### config.mk
export PLATFORM = sky130hd
export DESIGN_NAME = lacm_front
export DESIGN_NICKNAME = d
export VERILOG_FILES = /design/src/rtl/lacm_pkg.sv /design/src/rtl/lacm_queue.sv /design/src/rtl/lacm_front.sv
export SDC_FILE = /design/constraint.sdc
export NUM_CORES = 1
export LEC_CHECK = 0
export BUFFER_PORTS_ARGS = -buffer_cell sky130_fd_sc_hd__buf_2
export CAP_MARGIN = 40
export CORE_UTILIZATION = 58
export DETAILED_ROUTE_END_ITERATION = 8
export GPL_ROUTABILITY_DRIVEN = 0
export PLACE_DENSITY = 0.83
export SLEW_MARGIN = 20
export SYNTH_ARGS = -nofsm -noshare
export SYNTH_HDL_FRONTEND = slang
export SYNTH_SLANG_ARGS = --single-unit
### constraint.sdc
create_clock -name aclk -period 4.4 [get_ports aclk]
set_input_delay 0.22 -clock aclk [delete_from_list [all_inputs] [get_ports aclk]]
set_output_delay 0.22 -clock aclk [all_outputs]
set_load 0.005 [all_outputs]
### src/rtl/lacm_pkg.sv
// Shared constants, types and back-end state encoding for the lag
// autocorrelation / mean squared drift core. No dependencies.
package lacm_pkg;

    localparam int unsigned DEF_MAX_LAGS    = 32;
    localparam int unsigned DEF_MAX_SAMPLES = 4096;
    localparam int unsigned DEF_SAMPLE_BITS = 16;

    localparam int unsigned CFG_W  = 6;
    localparam int unsigned LAG_W  = 5;
    localparam int unsigned MEAN_W = 32;

    localparam logic [CFG_W-1:0] NUM_LAGS_RST = 6'd32;

    typedef struct packed {
        logic last;
        logic keep;
    } item_ctl_t;

    typedef enum logic [2:0] {
        BK_IDLE,
        BK_ISSUE,
        BK_DRAIN,
        BK_LOAD,
        BK_DIV,
        BK_EMIT,
        BK_CLEAR
    } back_state_t;

endpackage

### src/rtl/lacm_queue.sv
// Two-entry register queue between the front and back ends.
// Standalone; no package dependency.
module lacm_queue #(
    parameter int unsigned W = 8
) (
    input  logic         aclk,
    input  logic         aresetn,
    input  logic         push_valid,
    output logic         push_ready,
    input  logic [W-1:0] push_data,
    output logic         pop_valid,
    input  logic         pop_ready,
    output logic [W-1:0] pop_data
);

    logic [W-1:0] mem_reg [2];
    logic         wr_ptr_reg, wr_ptr_next;
    logic         rd_ptr_reg, rd_ptr_next;
    logic [1:0]   fill_reg, fill_next;
    logic         do_push, do_pop;

    assign push_ready = (fill_reg != 2'd2);
    assign pop_valid  = (fill_reg != 2'd0);
    assign pop_data   = mem_reg[rd_ptr_reg];
    assign do_push    = push_valid && push_ready;
    assign do_pop     = pop_valid && pop_ready;

    always_comb begin
        wr_ptr_next = do_push ? ~wr_ptr_reg : wr_ptr_reg;
        rd_ptr_next = do_pop ? ~rd_ptr_reg : rd_ptr_reg;
        fill_next   = fill_reg;
        if (do_push && !do_pop) begin
            fill_next = fill_reg + 2'd1;
        end else if (do_pop && !do_push) begin
            fill_next = fill_reg - 2'd1;
        end
    end

    always_ff @(posedge aclk) begin
        if (!aresetn) begin
            wr_ptr_reg <= 1'b0;
            rd_ptr_reg <= 1'b0;
            fill_reg   <= 2'd0;
        end else begin
            wr_ptr_reg <= wr_ptr_next;
            rd_ptr_reg <= rd_ptr_next;
            fill_reg   <= fill_next;
        end
    end

    always_ff @(posedge aclk) begin
        if (do_push) begin
            mem_reg[wr_ptr_reg] <= push_data;
        end
    end

endmodule

### src/rtl/lacm_front.sv
// Front end: accepts samples, marks them kept or dropped against the
// sample limit, and queues them. Uses lacm_pkg and lacm_queue.
module lacm_front
    import lacm_pkg::*;
#(
    parameter int unsigned MAX_SAMPLES = DEF_MAX_SAMPLES,
    parameter int unsigned SAMPLE_BITS = DEF_SAMPLE_BITS
) (
    input  logic                   aclk,
    input  logic                   aresetn,
    input  logic                   s_valid,
    output logic                   s_ready,
    input  logic [SAMPLE_BITS-1:0] s_sample,
    input  logic                   s_last_sample,
    output logic                   q_valid,
    input  logic                   q_pop,
    output logic [SAMPLE_BITS-1:0] q_sample,
    output item_ctl_t              q_ctl
);

    localparam int unsigned CW = $clog2(MAX_SAMPLES + 1);
    localparam int unsigned QW = SAMPLE_BITS + $bits(item_ctl_t);

    logic [CW-1:0] cnt_reg, cnt_next;
    item_ctl_t     in_ctl;
    logic          accept;
    logic [QW-1:0] q_data;

    assign in_ctl.keep = (32'(cnt_reg) < MAX_SAMPLES);
    assign in_ctl.last = s_last_sample;
    assign accept      = s_valid && s_ready;

    always_comb begin
        cnt_next = cnt_reg;
        if (accept) begin
            if (s_last_sample) begin
                cnt_next = '0;
            end else if (in_ctl.keep) begin
                cnt_next = cnt_reg + 1'b1;
            end
        end
    end

    always_ff @(posedge aclk) begin
        if (!aresetn) begin
            cnt_reg <= '0;
        end else begin
            cnt_reg <= cnt_next;
        end
    end

    lacm_queue #(.W(QW)) u_queue (
        .aclk      (aclk),
        .aresetn   (aresetn),
        .push_valid(s_valid),
        .push_ready(s_ready),
        .push_data ({s_sample, in_ctl}),
        .pop_valid (q_valid),
        .pop_ready (q_pop),
        .pop_data  (q_data)
    );

    assign q_sample = q_data[QW-1 -: SAMPLE_BITS];
    assign q_ctl    = item_ctl_t'(q_data[$bits(item_ctl_t)-1:0]);

endmodule

---- After elaboration in Yosys (flattened, before gate mapping) ----
Memories as Yosys holds them, arrays and structs flattened. A register that Yosys moved wholly into a read port is not among the register bits.
Index checks and enable logic that the tools add are counted.
word-level totals
  flip-flop bits (word level) ............. 17
  bits in writable memories ............... 36
  input port bits ......................... 21
  output and inout bits ................... 20
  logic and storage cells ................. 30
  memories kept ........................... 1
memory list
  name             depth  width  rd ports  clocked after Yosys merged registers in  wr ports  line              text
  u_queue.mem_reg  2      18     1         1                                        1         lacm_queue.sv:16  logic [W-1:0] mem_reg [2];
cells by class
  add/sub/neg operators ................... 3
  magnitude comparators ................... 1
  eq/ne operators ......................... 1
  multiplexer cells ....................... 8
  bitwise logic cells ..................... 2
  reduce and logical (&&, ||, !) cells .... 10
operators with widths
  kind                   number
  $mux 13                2
  $add 13x1->13 const B  1
  $lt 13x13->1 const B   1
  $reduce_bool 2->1      3
  $logic_and 1x1->1      4
  $mux 1                 4
  $mux 2                 2
  $add 2x1->2 const B    1
  $logic_not 1->1        2
  $ne 2x2->1 const B     1
  $not 1->1              2
  $reduce_and 2->1       1
  $sub 2x1->2 const B    1

---- Logic depth before layout (Yosys ltp) ----
  depth after elaboration ................. 6
  mapped depth ............................ 8
  gate-level depth less buffers ........... 8

---- Hierarchy ----
From an unflattened synthesis, not the netlist that was laid out.
unflattened totals
  cells, all modules ...................... 153
  area total of the unflattened synthesis .. 2,147.1 sq um
modules (own cells, without submodules)
  module      instances  cells each  area an instance (sq um)  sequential area each (sq um)
  lacm_queue  1          80          1,539.0                   1,181.1
  lacm_front  1          73          608.1                     260.2

---- Worst setup path after synthesis ----
No wires, ideal clock.
  path type ............................... register to register
  start ................................... reg u_queue.fill_reg[0]
  end ..................................... mem u_queue.mem_reg[0][0] in the netlist's numbering (enable)
  library setup time ...................... 0.392 ns
  arrival ................................. 1.492 ns
  data required time ...................... 4.008 ns
  path slack .............................. 2.516 ns
  stages on the path, launching flop included .. 5
  path buffers ............................ 0
  clock period less this slack ............ 1.884 ns
  path through ............................ dfxtp_1 > nor2b_1 > inv_1 > nand2_1 > nor2_1
between the ends
  cells in the longest elaborated chain, start to end .. 4
RTL lines
  what                          line              text
  from (decl)                   lacm_queue.sv:19  logic [1:0] fill_reg, fill_next;
  from (signal assigned)        lacm_queue.sv:47  fill_reg <= fill_next;
  $ne 2x2->1                    lacm_queue.sv:22  assign push_ready = (fill_reg != 2'd2);
  named net s_ready             lacm_front.sv:12  output logic s_ready,
  $logic_and 1x1->1             lacm_queue.sv:25  assign do_push = push_valid && push_ready;
  $mux 1                        lacm_queue.sv:52  if (do_push) begin
  $mux 1 (implied by the code)  lacm_queue.sv:53  mem_reg[wr_ptr_reg] <= push_data;
  to (decl)                     lacm_queue.sv:16
The timed path passes the listed nets, and every way through them passes these cells.

==> run_results.csv <==
group,metric,value,unit
power,ir_drop,371.4,uV
yosys,synth_top_family_by_area,"simple AND/OR/NAND/NOR gates",
clock_tree,cts_sinks,54,
clock_tree,ctsLongestPathBuffers,2,
clock_tree,cts_hold_buf,0,
yosys,syn-num-nets,180,
yosys,syn_area,2130,sq um
placed_design,io_buffers,40,
route,wl_per_cell,15.02,um
route,ant_nets,0,
placed_design,placed_area,2380,sq um
worst_hold_path,worstHoldEndpoint,"u_queue.mem_reg[1][17]$_DFFE_PP_",
global_route,grt_pass1_wl,5.961,mm
route,drtIter0Drc,57,
yosys,synth_seq_area_share,67.69,%
yosys,yosys_warnings,0,
sta,finalSetupTns,0,ps
sta,whs,26.18,ps
worst_setup_path,arrival,1760,ps
final_layout,stdcell_area,2459,sq um
run,cap_violations,0,
clock_tree,cts_tree,"built",
clock_tree,cts.repair_timing.setup_buffer_count,0,
sta,setup_slack,2416,ps
worst_setup_path,worstSetupStartpointType,"flop",
route,first_pass_iters,4,
final_layout,fin_util,71.98,%
yosys,synthSimpleGateAreaFrac,11.81,%
yosys,synthCells,157,
worst_setup_path,rrSetupSlack,2500,ps
yosys,postSynthAreaPerCell,13.56,sq um
yosys,synth_edf_count,36,
worst_setup_path,cp_max_fo,18,
yosys,synth_compound_area_share,5.112,%
sta,fmax,0.5041,GHz
worst_setup_path,r2r_start,"u_queue.fill_reg[1]$_SDFFE_PN0P_",
worst_hold_path,worstHoldStart,"s_sample[15]",
placed_design,dp_slack,2537,ps
sta,fin_skew,12.87,ps
worst_hold_path,min_path_cells,1,
final_layout,area_delta_synth_final,15.45,%
placed_design,hpwlAfterDp,2.589,mm
final_layout,final_common_cell,"buf_2",
placed_design,place_inst,240,
global_route,track_usage,20.19,%
route,avgViaCountPerCell,5.613,
sta,fin_crit,1984,ps
clock_tree,cts_inserted_buffers,5,
power,leakage,0.8882,nW
clock_tree,cts_resized,0,
die,fp.dieH,62.60,um
route,wl,3.725,mm
final_layout,nets,224,
global_route,grt_pass1_vias,1374,
sta,worst_slew_pin_slew,798.6,ps
worst_setup_path,critPathRequiredTime,4180,ps
die,rows,21,
final_layout,layout_common_cells,"41 x buf_2, 36 x edfxtp_1, 18 x mux2_2, 18 x dfxtp_1, 10 x nand2_1",
run_status,status,"finished clean",
route,vias,1392,
sta,finalSetupViolations,0,
sta,finalHoldViolations,0,
worst_hold_path,hold_class,"input pin to flop",
final_layout,diodes,0,
worst_setup_path,critPathKind,"flop to output pin",
clock_tree,root_buffer,"clkbuf_4",
worst_setup_path,path_cells,"mux2_2 > buf_2",
yosys,synth_xor_area_share,2.879,%
final_layout,fin_cells,248,
global_route,grt_max_degree,19,
die,core,3416,sq um
clock_tree,htreeDepth,2,
global_route,antenna_found_initial,0,
clock_tree,clk_pin_slew,140,ps
yosys,ys_ff_latch,54,
power,cellPowerDensity,482.9,nW/um^2
route,drcViolationCount,0,
final_layout,fill_cells,261,
clock_tree,clock_latency,370,ps
worst_setup_path,cp_slowest_cell,"dfxtp_1",
global_route,gr-total-overflow,0,
yosys,synth_fa_ha_area_share,1.175,%
power,power,1.187,mW
final_layout,largest_reg_flops,36,
worst_setup_path,critPathMaxStageDelay,840,ps
sta,slew_headroom,46.76,%
final_layout,drive_gt1_share,34.65,%
sta,maxSlewViolCount,0,
die,pin_count,41,
die,dieArea,3918,sq um
yosys,synth_flop_cell,"edfxtp_1",
worst_setup_path,reg2regPathDepth,7,
worst_setup_path,r2r-end,"u_queue.fill_reg[1]$_SDFFE_PN0P_",
sta,rsz0062_at_grt,"no",
worst_setup_path,end_kind,"output pin",
die,initial_core_util,62.34,%
sta,fin_crit_sh,45.08,%
yosys,synthDistinctLibCells,26,
yosys,synthMuxAreaShare,9.518,%
yosys,async_reset_ff_share,0,%
die,die_x,62.60,um
## area by class of cell
class                   count  area [sq um]  share of cell area, %
clock inverters             2         37.54                  1.527
inverters                   5         18.77                 0.7634
flip-flops and latches     54          1441                  58.63
multi-input cells          93         649.4                  26.41
repair buffers             42         212.7                  8.651
well taps                  46         57.56                  2.341
clock buffers               6         41.29                  1.679
## report_power, final
| group | internal [mW] | switching [mW] | total [mW] |
|---|---|---|---|
| Clock | 0.120 | 0.143 | 0.263 |
| Combinational | 0.136 | 0.128 | 0.264 |
| Sequential | 0.616 | 0.0436 | 0.660 |
| Total | 0.873 | 0.315 | 1.19 |
## Yosys cell counts, types with 2 or more instances
master / n / share of area [%]
xor2_1: 6 / 2.5
nor2_1: 8 / 1.4
inv_1: 5 / 0.88
a21oi_1: 9 / 2.1
nand2_1: 10 / 1.8
o211ai_1: 2 / 0.70
edfxtp_1: 36 / 51
o31ai_1: 3 / 1.1
mux2_2: 18 / 9.5
nand3_1: 5 / 1.2
clkbuf_1: 4 / 0.70
o21ai_0: 4 / 0.94
or4_1: 5 / 1.8
or3_1: 7 / 2.1
nand4_1: 4 / 1.2
ha_1: 2 / 1.2
dfxtp_1: 18 / 17
or2_2: 2 / 0.59
nor2b_1: 2 / 0.59
## layer usage
| metal | routed length, um | track usage, % |
|---|---|---|
| met5 | 0 | 0 |
| met4 | 71 | 8.430 |
| met3 | 181 | 5.109 |
| met2 | 1907 | 34.78 |
| met1 | 1565 | 23.95 |
## cells by family after synthesis
family	after synthesis
flip-flops	54
multiplexers	18
AND/OR/NAND/NOR	47
AO/OA/AOI/OAI	19
buffers and inverters	10
XOR/XNOR	7
adder cells (fa/ha/maj)	2
## worst max path at each step
stage                                           from                                to  slack, ps  cells past startpoint
finish                                          flop                       q_sample[6]       2420                      2
global route        u_queue.fill_reg[1]$_SDFFE_PN0P_  u_queue.fill_reg[1]$_SDFFE_PN0P_       2300                      7
CTS                                             flop                       q_sample[8]       2380                      2
detailed placement  u_queue.fill_reg[1]$_SDFFE_PN0P_  u_queue.fill_reg[1]$_SDFFE_PN0P_       2540                      7
global placement    u_queue.fill_reg[1]$_SDFFE_PN0P_  u_queue.fill_reg[1]$_SDFFE_PN0P_       2640                      7
floorplan           u_queue.fill_reg[0]$_SDFFE_PN0P_   u_queue.mem_reg[0][0]$_DFFE_PP_       2520                      4
## critical path: cells and delay by family, from the launching register on
kind	cells	cell delay, ps
buffers and inverters	1	140
DFF	1	840
muxes	1	420
(Power assumes the default switching activity.)
